**src/hw/rtl/hlls_pkg.sv**
```systemverilog
// ----------------------------------------------------------------------------
// hlls_pkg
// Shared constants, scan phase codes and character helpers for the hex
// literal line statistics block.
// ----------------------------------------------------------------------------
package hlls_pkg;

	localparam int FRAC_BITS  = 8;
	localparam int VALUE_W    = 64;
	localparam int COUNT_W    = 16;
	localparam int DIV_W      = VALUE_W + FRAC_BITS;
	localparam int STEP_W     = $clog2(DIV_W);
	localparam logic [STEP_W-1:0] STEP_LAST = STEP_W'(DIV_W - 1);
	localparam logic [COUNT_W-1:0] COUNT_MAX = '1;

	localparam logic [7:0] CH_NUL  = 8'h00;
	localparam logic [7:0] CH_ZERO = 8'h30;
	localparam logic [7:0] CH_NINE = 8'h39;
	localparam logic [7:0] CH_X    = 8'h78;
	localparam logic [7:0] CH_NL   = 8'h0A;
	localparam logic [7:0] CH_UA   = 8'h41;
	localparam logic [7:0] CH_UF   = 8'h46;
	localparam logic [7:0] CH_LA   = 8'h61;
	localparam logic [7:0] CH_LF   = 8'h66;

	localparam logic KIND_LITERAL = 1'b0;
	localparam logic KIND_SUMMARY = 1'b1;

	typedef enum logic [1:0] {
		PH_IDLE   = 2'd0,
		PH_ZERO   = 2'd1,
		PH_PREFIX = 2'd2,
		PH_DIGITS = 2'd3
	} phase_t;

	typedef enum logic [3:0] {
		ST_IDLE = 4'b0001,
		ST_LIT  = 4'b0010,
		ST_DIV  = 4'b0100,
		ST_SUM  = 4'b1000
	} state_t;

	typedef struct packed {
		logic       ok;
		logic [3:0] val;
	} hex_t;

	function automatic hex_t hex_decode(input logic [7:0] c);
		hex_t h;
		h.ok  = 1'b1;
		h.val = 4'd0;
		if (c >= CH_ZERO && c <= CH_NINE) begin
			h.val = 4'(c - CH_ZERO);
		end else if (c >= CH_UA && c <= CH_UF) begin
			h.val = 4'(c - CH_UA) + 4'd10;
		end else if (c >= CH_LA && c <= CH_LF) begin
			h.val = 4'(c - CH_LA) + 4'd10;
		end else begin
			h.ok = 1'b0;
		end
		return h;
	endfunction

endpackage

```
**src/hw/rtl/hex_literal_line_stats.sv**
```systemverilog
// ----------------------------------------------------------------------------
// hex_literal_line_stats
// Scans a byte stream for 0x hex literals, reports each literal and, at each
// newline, the line maximum, fixed-point mean and literal count.
// ----------------------------------------------------------------------------
// Latency: a literal result is presented the cycle after its ending byte.
// A summary is presented after restoring division (64 whole + 8 fraction
// quotient bits, one per cycle); an empty line skips the division.
// Throughput: one byte per cycle while no result is pending; the request side
// stalls while a result waits or the divider runs.
// Reset (arst_n low) clears the sequencer, scan phase and line accumulators.
module hex_literal_line_stats (
	input  logic        clk,
	input  logic        arst_n,
	input  logic        req_valid,
	output logic        req_stall,
	input  logic [7:0]  char_code,
	output logic        rsp_valid,
	input  logic        rsp_stall,
	output logic        kind,
	output logic [63:0] value,
	output logic [63:0] mean_whole,
	output logic [7:0]  mean_frac,
	output logic [15:0] number_count,
	output logic        last
);

	hlls_pkg::state_t state_q;
	hlls_pkg::phase_t phase_q;
	logic [hlls_pkg::VALUE_W-1:0] acc_q;
	logic [hlls_pkg::VALUE_W-1:0] max_q;
	logic [hlls_pkg::VALUE_W-1:0] sum_q;
	logic [hlls_pkg::COUNT_W-1:0] cnt_q;
	logic pend_nl_q;

	logic [hlls_pkg::DIV_W-1:0] quo_q;
	logic [hlls_pkg::COUNT_W-1:0] rem_q;
	logic [hlls_pkg::STEP_W-1:0] step_q;

	logic [hlls_pkg::VALUE_W-1:0] sum_new;
	logic [hlls_pkg::VALUE_W-1:0] max_new;
	logic [hlls_pkg::COUNT_W-1:0] cnt_new;

	hlls_pkg::hex_t hx;
	logic req_acc, rsp_acc;
	logic lit_end, is_nl, sum_start;
	logic [hlls_pkg::COUNT_W:0] rem_sh;
	logic rem_ge;

	assign req_stall = (state_q != hlls_pkg::ST_IDLE);
	assign rsp_valid = (state_q == hlls_pkg::ST_LIT) || (state_q == hlls_pkg::ST_SUM);
	assign req_acc   = req_valid && !req_stall;
	assign rsp_acc   = rsp_valid && !rsp_stall;

	always_comb begin
		hx      = hlls_pkg::hex_decode(char_code);
		is_nl   = (char_code == hlls_pkg::CH_NL);
		lit_end = (phase_q == hlls_pkg::PH_DIGITS) && !hx.ok;
		sum_start = 1'b0;
		if (req_acc && char_code != hlls_pkg::CH_NUL && is_nl && !lit_end) begin
			sum_start = 1'b1;
		end
		if (state_q == hlls_pkg::ST_LIT && rsp_acc && pend_nl_q) begin
			sum_start = 1'b1;
		end
		sum_new = sum_q + acc_q;
		max_new = (acc_q > max_q) ? acc_q : max_q;
		cnt_new = (cnt_q != hlls_pkg::COUNT_MAX) ? cnt_q + 1'b1 : cnt_q;
		rem_sh  = {rem_q, quo_q[hlls_pkg::DIV_W-1]};
		rem_ge  = (rem_sh >= {1'b0, cnt_q});
	end

	always_ff @(posedge clk or negedge arst_n) begin
		if (!arst_n) begin
			state_q      <= hlls_pkg::ST_IDLE;
			phase_q      <= hlls_pkg::PH_IDLE;
			acc_q        <= '0;
			max_q        <= '0;
			sum_q        <= '0;
			cnt_q        <= '0;
			pend_nl_q    <= 1'b0;
			step_q       <= '0;
			quo_q        <= '0;
			rem_q        <= '0;
			kind         <= hlls_pkg::KIND_LITERAL;
			value        <= '0;
			mean_whole   <= '0;
			mean_frac    <= '0;
			number_count <= '0;
			last         <= 1'b0;
		end else begin
			unique case (state_q)
				hlls_pkg::ST_IDLE: begin
					if (req_acc) begin
						if (char_code == hlls_pkg::CH_NUL) begin
							phase_q <= hlls_pkg::PH_IDLE;
							acc_q   <= '0;
							max_q   <= '0;
							sum_q   <= '0;
							cnt_q   <= '0;
						end else if (phase_q == hlls_pkg::PH_DIGITS && hx.ok) begin
							acc_q <= {acc_q[hlls_pkg::VALUE_W-5:0], hx.val};
						end else if (phase_q == hlls_pkg::PH_ZERO &&
								char_code == hlls_pkg::CH_X) begin
							phase_q <= hlls_pkg::PH_PREFIX;
						end else if (phase_q == hlls_pkg::PH_PREFIX && hx.ok) begin
							acc_q   <= hlls_pkg::VALUE_W'(hx.val);
							phase_q <= hlls_pkg::PH_DIGITS;
						end else begin
							phase_q <= (char_code == hlls_pkg::CH_ZERO) ?
								hlls_pkg::PH_ZERO : hlls_pkg::PH_IDLE;
							if (lit_end) begin
								kind         <= hlls_pkg::KIND_LITERAL;
								value        <= acc_q;
								mean_whole   <= '0;
								mean_frac    <= '0;
								number_count <= '0;
								last         <= !is_nl;
								max_q        <= max_new;
								sum_q        <= sum_new;
								cnt_q        <= cnt_new;
								acc_q        <= '0;
								pend_nl_q    <= is_nl;
								state_q      <= hlls_pkg::ST_LIT;
							end
						end
					end
				end
				hlls_pkg::ST_LIT: begin
					if (rsp_acc && !pend_nl_q) begin
						state_q <= hlls_pkg::ST_IDLE;
					end
				end
				hlls_pkg::ST_DIV: begin
					rem_q  <= rem_ge ? hlls_pkg::COUNT_W'(rem_sh - {1'b0, cnt_q}) :
						rem_sh[hlls_pkg::COUNT_W-1:0];
					quo_q  <= {quo_q[hlls_pkg::DIV_W-2:0], rem_ge};
					step_q <= step_q + 1'b1;
					if (step_q == hlls_pkg::STEP_LAST) begin
						state_q <= hlls_pkg::ST_SUM;
					end
				end
				hlls_pkg::ST_SUM: begin
					if (rsp_acc) begin
						state_q <= hlls_pkg::ST_IDLE;
					end
				end
				default: state_q <= hlls_pkg::ST_IDLE;
			endcase

			if (state_q == hlls_pkg::ST_DIV && step_q == hlls_pkg::STEP_LAST) begin
				kind         <= hlls_pkg::KIND_SUMMARY;
				value        <= max_q;
				mean_whole   <= quo_q[hlls_pkg::DIV_W-2:hlls_pkg::FRAC_BITS-1];
				mean_frac    <= {quo_q[hlls_pkg::FRAC_BITS-2:0], rem_ge};
				number_count <= cnt_q;
				last         <= 1'b1;
				max_q        <= '0;
				sum_q        <= '0;
				cnt_q        <= '0;
			end

			if (sum_start) begin
				pend_nl_q <= 1'b0;
				if (cnt_q == '0) begin
					kind         <= hlls_pkg::KIND_SUMMARY;
					value        <= '0;
					mean_whole   <= '0;
					mean_frac    <= '0;
					number_count <= '0;
					last         <= 1'b1;
					max_q        <= '0;
					sum_q        <= '0;
					state_q      <= hlls_pkg::ST_SUM;
				end else begin
					quo_q   <= {sum_q, {hlls_pkg::FRAC_BITS{1'b0}}};
					rem_q   <= '0;
					step_q  <= '0;
					state_q <= hlls_pkg::ST_DIV;
				end
			end
		end
	end

	// result never overlaps request acceptance
	a_stall_on_rsp: assert property (@(posedge clk) disable iff (!arst_n)
		rsp_valid |-> req_stall)
		else $error("request accepted while result pending");

	// a literal that ends on a newline is followed by a divide or summary
	a_nl_follow: assert property (@(posedge clk) disable iff (!arst_n)
		(state_q == hlls_pkg::ST_LIT && pend_nl_q && rsp_acc) |=>
		(state_q == hlls_pkg::ST_DIV || state_q == hlls_pkg::ST_SUM))
		else $error("newline summary lost after literal");

	// divider remainder stays below the divisor
	a_rem_bound: assert property (@(posedge clk) disable iff (!arst_n)
		(state_q == hlls_pkg::ST_DIV && step_q != '0) |-> (rem_q < cnt_q))
		else $error("division remainder out of range");

	// summaries always close the byte's results
	a_sum_last: assert property (@(posedge clk) disable iff (!arst_n)
		(state_q == hlls_pkg::ST_SUM) |-> (kind == hlls_pkg::KIND_SUMMARY && last))
		else $error("summary result malformed");

endmodule
```
**config.mk**
```make
export PLATFORM = sky130hd
export DESIGN_NAME = hex_literal_line_stats
export DESIGN_NICKNAME = d
export VERILOG_FILES = /design/src/hw/rtl/hlls_pkg.sv /design/src/hw/rtl/hex_literal_line_stats.sv
export SDC_FILE = /design/constraint.sdc
export NUM_CORES = 1
export LEC_CHECK = 0
export ABC_AREA = 1
export BUFFER_PORTS_ARGS = -buffer_cell sky130_fd_sc_hd__buf_2
export CAP_MARGIN = 20
export CORE_MARGIN = 4
export CORE_UTILIZATION = 50
export DETAILED_ROUTE_END_ITERATION = 8
export PLACE_DENSITY_LB_ADDON = 0.12
export REMOVE_ABC_BUFFERS = 1
export SETUP_SLACK_MARGIN = 0.4
export SLEW_MARGIN = 20
export SYNTH_ARGS = -nofsm -noshare
export SYNTH_HDL_FRONTEND = slang
export SYNTH_SLANG_ARGS = --single-unit
```
**constraint.sdc**
```tcl
create_clock -name clk -period 3.7 [get_ports clk]
set_clock_uncertainty 0.1 [all_clocks]
set_input_delay 0.185 -clock clk [delete_from_list [all_inputs] [get_ports clk]]
set_output_delay 0.185 -clock clk [all_outputs]
set_load 0.01 [all_outputs]
```
### Word level (Yosys, flattened, before mapping)

Index checks and enable logic that the tools add are counted.

* bits in registers: 464
* latch bits: 0
* bits in writable memories: 0
* memory bits (read-only): 0
* input bits: 12
* output and inout bits: 156
* logic and storage cells: 241
* memories: 0

* add/sub/neg operators: 9
* multiply operators: 0
* divide/modulo/power cells: 0
* order comparisons: 8
* equality and inequality tests: 31
* shift-type cells: 0
* mux-type cells: 138
* bitwise logic cells: 0
* reductions and logical operators: 39

Operators with widths (number)
* two-way mux 64 bit: 46
* two-way mux 16 bit: 23
* two-way mux 72 bit: 3
* two-way mux 8 bit: 10
* adder 64 bit: 1
* greater-than comparator 64 bit: 1
* two-way mux 4 bit: 14
* two-way mux 1 bit: 34
* != test 3 bit (second input constant): 9
* two-way mux 7 bit: 3
* greater-or-equal comparator 17 x 16 -> 1 bit: 1
* adder 16 x 1 -> 16 bit (second input constant): 1
* greater-or-equal comparator 8 x 7 -> 1 bit (second input constant): 2
* <= comparator 8 x 7 -> 1 bit (second input constant): 2
* logical AND 1 bit: 16
* logical NOT 16 bit: 1
* != test 16 bit (second input constant): 1
* one-hot mux 4 bit (4 select lines): 1
* subtractor 16 bit: 1
* AND reduction 7 bit: 2
* != test 3 x 2 -> 1 bit (second input constant): 4
* subtractor 4 x 1 -> 4 bit (second input constant): 3
* != test 2 bit (second input constant): 5
* nonzero test 2 bit: 5
* other kinds (25): 36

### Longest topological paths before layout

* depth after elaboration: 17
* mapped depth: 20
* mapped depth without buffers: 19

### Worst setup path after synthesis

Ideal clock, no wire load.

* kind: reg2reg
* from: register cnt_q[2] (netlist name)
* to: register rem_q[15] (netlist name)
* library setup time: 0.120 ns
* data arrival time: 2.201 ns
* data required time: 3.480 ns
* path slack: 1.279 ns
* stages on the path, launching flop included: 15
* buffers on the path: 1
* clock period less this slack: 2.421 ns
* cell sequence: dfrtp_1 > inv_1 > ha_1 > inv_1 > nor3_1 > a21oi_1 > o21bai_1 > nand2_1 > nand2_1 > nand2_1 > nand2_1 > nand2_1 > buf_2 > a21oi_1 > nor2_1

* word-level cells in the longest chain between the ends: 5
* elaborated cells on any way between the ends: 7
* those cells by class: 1 x add/sub; 1 x order compare; 4 x mux; 1 x reduce/logical

Ends and longest elaborated chain
* from (decl): line hex_literal_line_stats.sv:33 `logic [hlls_pkg::COUNT_W-1:0] cnt_q;`
* from (signal assigned): line hex_literal_line_stats.sv:121 `cnt_q <= cnt_new;`
* subtractor 16 bit or greater-or-equal comparator 17 x 16 -> 1 bit (tied branches): line hex_literal_line_stats.sv:135, hex_literal_line_stats.sv:70
* two-way mux 16 bit: line hex_literal_line_stats.sv:135 `rem_q <= rem_ge ? hlls_pkg::COUNT_W'(rem_sh - {1'b0, cnt_q}) :`
* two-way mux 16 bit: line hex_literal_line_stats.sv:92 `unique case (state_q)`
* two-way mux 16 bit: line hex_literal_line_stats.sv:165 `if (cnt_q == '0) begin`
* two-way mux 16 bit (*): line hex_literal_line_stats.sv:163 `if (sum_start) begin`
* to (signal assigned): line hex_literal_line_stats.sv:135
* to (decl): line hex_literal_line_stats.sv:37 `logic [hlls_pkg::COUNT_W-1:0] rem_q;`

Mark *: on every way between the ends. The rest lies on a longest branch, timed or not.
A chain may end at the register's enable or synchronous reset.

### Worst setup path after layout

* from: register acc_q[63] (netlist name)
* to: register max_q[53] (netlist name)

* word-level cells in the longest chain between the ends: 12

Ends and longest elaborated chain
* from (decl): line hex_literal_line_stats.sv:30 `logic [hlls_pkg::VALUE_W-1:0] acc_q;`
* from (signal assigned): line hex_literal_line_stats.sv:102 `acc_q <= {acc_q[hlls_pkg::VALUE_W-5:0], hx.val};`
* from (signal assigned): line hex_literal_line_stats.sv:107 `acc_q <= hlls_pkg::VALUE_W'(hx.val);`
* greater-than comparator 64 bit (*): line hex_literal_line_stats.sv:67 `max_new = (acc_q > max_q) ? acc_q : max_q;`
* two-way mux 64 bit (*): line hex_literal_line_stats.sv:67
* two-way mux 64 bit (*): line hex_literal_line_stats.sv:112 `if (lit_end) begin`
* two-way mux 64 bit (*): line hex_literal_line_stats.sv:106 `end else if (phase_q == hlls_pkg::PH_PREFIX && hx.ok) begin`
* two-way mux 64 bit (*): line hex_literal_line_stats.sv:103 `end else if (phase_q == hlls_pkg::PH_ZERO &&`
* two-way mux 64 bit (*): line hex_literal_line_stats.sv:101 `end else if (phase_q == hlls_pkg::PH_DIGITS && hx.ok) begin`
* two-way mux 64 bit (*): line hex_literal_line_stats.sv:95 `if (char_code == hlls_pkg::CH_NUL) begin`
* two-way mux 64 bit (*): line hex_literal_line_stats.sv:94 `if (req_acc) begin`
* two-way mux 64 bit (*): line hex_literal_line_stats.sv:92
* two-way mux 64 bit (*): line hex_literal_line_stats.sv:151 `if (state_q == hlls_pkg::ST_DIV && step_q == hlls_pkg::STEP_LAST) begin`
* two-way mux 64 bit: line hex_literal_line_stats.sv:165
* two-way mux 64 bit (*): line hex_literal_line_stats.sv:163
* to (signal assigned): line hex_literal_line_stats.sv:119 `max_q <= max_new;`
* to (decl): line hex_literal_line_stats.sv:31 `logic [hlls_pkg::VALUE_W-1:0] max_q;`

Marked as above.

==> results.ini <==
[status]
run_status = complete, no violations

[sta]
tightestPinTransition_ns = 1.041
rsz0062_at_grt = no
final.setup.tns_ns = 0
fin_crit_ns = 3.059
setup_viol = 0
hold_viol = 0
drv_slew = 0
fin_crit_sh = 0.8268
fin_ws_ns = 0.6408
relSlewSlack = 0.3057
fmax_mhz = 326.9

[hold_path]
hold_path.class = input port to flip-flop
whs_endpoint = phase_q[0]
hold_depth = 5
worstHoldStart = char_code[5]

[global_routing]
grt-ovfl-total = 0
grt_pass1_vias = 26760
grt_max_degree = 144
grt_antenna_before_repair = 1
grt_use_total = 0.2878
grt_pass1_wl_mm = 148.9

[drt]
drt-pass1-iter-count = 6
wl_per_cell_um = 17.96
vias = 28300
vias_per_cell = 5.488
route.detailed.drc = 0
drt-initial-drc-count = 2370
antenna_left = 0
wl_mm = 92.62

[power_and_ir_drop]
max-vdd-ir-drop_uv = 349.2
leakagePower_nw = 17.39
p_per_area_mw_per_mm2 = 329.2
fin_total_pwr_mw = 10.94

[place]
place_ws_ns = 0.4934
io_buffers = 167
placed_area_mm2 = 0.03126
finalWeightedCongestion = 0.9953
place_hpwl_mm = 66.15

[critical_path]
cp_common_cell = nand2_1
crit_arrival_ns = 3.42
required_ns = 4.06
r2r-end = max_q[53]
rr_startpoint = acc_q[63]
cp_max_fo = 64
critPathBufInv = 2
worstSetupEndpointType = flip-flop
critPathTopFamily = simple AND/OR/NAND/NOR gates
path_cells = ha_1 -> nand2_1 -> nor2_1 -> nand2_1 -> nor3b_1 -> buf_4 -> nand4_1 -> nor2_1 -> nor2_4 -> nand2_2 -> clkbuf_8 -> nand2_1 -> nand3_1 -> a21oi_1
cpPeakStageDelay_ns = 0.44
rrSetupSlack_ns = 0.64
worst_setup_path_start_kind = flip-flop
rr_worst_depth = 14
path_class = flip-flop to flip-flop
cpMaxStageDelayCell = clkbuf_8

[cells_and_area]
drive_gt1_frac = 0.08008
multi_input_area_mm2 = 0.01516
num-fill-cells = 5870
antenna_cells = 0
final_nets = 4505
area_delta_synth_final_pct = 11.64
regArea_mm2 = 0.01161
design_area_mm2 = 0.03324

[clock_network]
clk_latency_ns = 0.62
cts_buffers = 52
cts_max_level = 2
post-cts-setup-buffer-count = 0
path_clk_slew_ns = 0.06
cts_num_sinks = 464
cts_tree = built
root_buffer = clkbuf_16
clockBufferDepth = 3

[floorplanning]
ios = 168
coreArea_mm2 = 0.05902
num_rows = 89
dieArea_mm2 = 0.06352
start_util = 0.5045
fp.dieH_um = 252.0
die_x_um = 252.0

[logic_synthesis]
ys_seq_area_frac = 0.3900
syn_avg_cell_area_um2 = 6.973
synth-warning-count = 0
synth_seq_cells = 464
synth_top_area_frac = 0.3891
synth_area_leader_cell = dfrtp_1
netlist_area_mm2 = 0.02978
ys_types = 48
synthCells = 4270
synth.area.top_cells = dfrtp_1 (39%), nand2_1 (15%), o21ai_0 (7.3%), inv_1 (7.2%), a21oi_1 (6.6%)

[job]
max_cap_violations = 0

==> report_power, final <==
group          internal (mW)  switching (mW)  total [mW]  leakage (nW)
registers               5.07               0        5.07          5.30
logic                 0.0280           0.122       0.150          11.1
clock network           3.44            2.28        5.72         0.940
==> cells in the final DEF (no fill, tap or decap), types with 3 or more instances in the layout <==
master	count
nand2_4	3
and3_1	4
nand2_2	5
clkinv_2	13
buf_2	166
o21ai_0	435
nand2_1	1153
nor2_4	5
clkbuf_1	4
ha_1	151
dlygate4sd3_1	7
clkbuf_8	13
dfrtp_1	463
o21ai_1	22
o21a_1	22
clkbuf_16	53
buf_12	11
nor2_1	220
bufinv_16	8
or2_2	13
buf_4	33
nand3_1	387
a21boi_0	5
nor4_1	9
a211oi_1	8
xor2_1	25
inv_1	570
o2111ai_1	4
inv_2	8
nand4_1	32
nand3b_1	13
clkinv_4	4
a21oi_1	394
o21bai_1	12
xnor2_1	19
nor3_1	39
a21o_1	7
o211ai_1	15
==> cells in the mapped netlist, drive strengths merged <==
library cell,n
nand3,390
or2,14
clkbuf,124
a21boi,5
buf,80
o221ai,1
nand2,1161
dfrtp,463
o21ai,457
xor2,25
dfstp,1
a31oi,2
and3,4
o31ai,1
nor3b,1
nand2b,1
nor4,9
o2111ai,4
xnor2,19
o21a,22
nor3,41
o211ai,15
nor2,226
o21bai,12
ha,151
a22oi,1
a21oi,394
a311oi,1
nand3b,13
a221oi,1
fa,2
a211oi,8
inv,582
nand4,32
a21o,7
==> layer usage <==
layer,routed length [um],up-vias,GRT usage
li1,-,13990,-
met1,42670,13330,0.4239
met2,41370,857,0.4503
met3,6362,120,0.04165
met4,2213,2,0.07188
met5,7,-,0
==> flip-flops by register name, summed over array words and instances (netlist names), 4 cells and up <==
signal        count
quo_q            72
number_count     16
cnt_q            16
mean_whole       64
state_q           4
mean_frac         8
max_q            64
acc_q            64
rem_q            16
sum_q            64
value            64
step_q            7
==> per-stage QoR <==
| stage | std cells | hold WS, ns | util |
|---|---|---|---|
| 3_5_place_dp | 5052 | 0.1641 | 0.5296 |
| 4_1_cts | 5156 | 0.02220 | 0.5629 |
| 2_1_floorplan | 4066 | -0.2106 | - |
| 6_report | 5156 | 0.06204 | 0.5632 |
| 5_1_grt | 5156 | 0.06946 | 0.5632 |
| 3_3_place_gp | 5052 | 0.1689 | 0.5296 |
==> cell families (layout without fill, tap and decap cells) <==
family,Yosys count,count (layout),synth area share
simple gates,1892,1892,0.2659
compound gates,931,931,0.1634
buf+inv,786,899,0.1030
flops,464,464,0.3900
fa+ha+maj,153,153,0.06480
xor+xnor,44,44,0.01294
==> worst max-delay path by stage <==
| stage | slack, ns | end | start | depth (start not counted) |
|---|---|---|---|---|
| 4_1_cts | 0.44 | max_q[40] | acc_q[63] | 14 |
| 5_1_grt | 0.40 | max_q[40] | acc_q[63] | 14 |
| 3_5_place_dp | 0.49 | max_q[58] | acc_q[63] | 14 |
| 2_1_floorplan | -6.60 | sum_q[12] | state_q[1] | 8 |
| 6_report | 0.64 | max_q[53] | acc_q[63] | 14 |
| 3_3_place_gp | 0.55 | max_q[50] | acc_q[63] | 12 |
==> area by class of cell <==
cell class / count / area share
clock buffers: 69 / 0.04532
clock inverters: 28 / 0.01174
inverters: 582 / 0.06613
multi-input cells: 3020 / 0.4560
flip-flops and latches: 464 / 0.3493
well taps: 773 / 0.02910
repair buffers: 220 / 0.04238
==> timing repair <==
item | 4_1_cts | 5_1_grt
endpoints found under the setup margin | 0 | 69
endpoints found under the hold margin | 118 | 0
hold buffers | 7 | 0
gates resized for setup | 0 | 5
==> worst register-to-register path: stages (launching register included) <==
cell and delay, ns:
dfrtp_1 0.43, ha_1 0.32, nand2_1 0.08, nor2_1 0.21, nand2_1 0.17, nor3b_1 0.21, buf_4 0.19, nand4_1 0.10
nor2_1 0.19, nor2_4 0.05, nand2_2 0.07, clkbuf_8 0.44, nand2_1 0.17, nand3_1 0.11, a21oi_1 0.08
(Power assumes the default switching activity.)
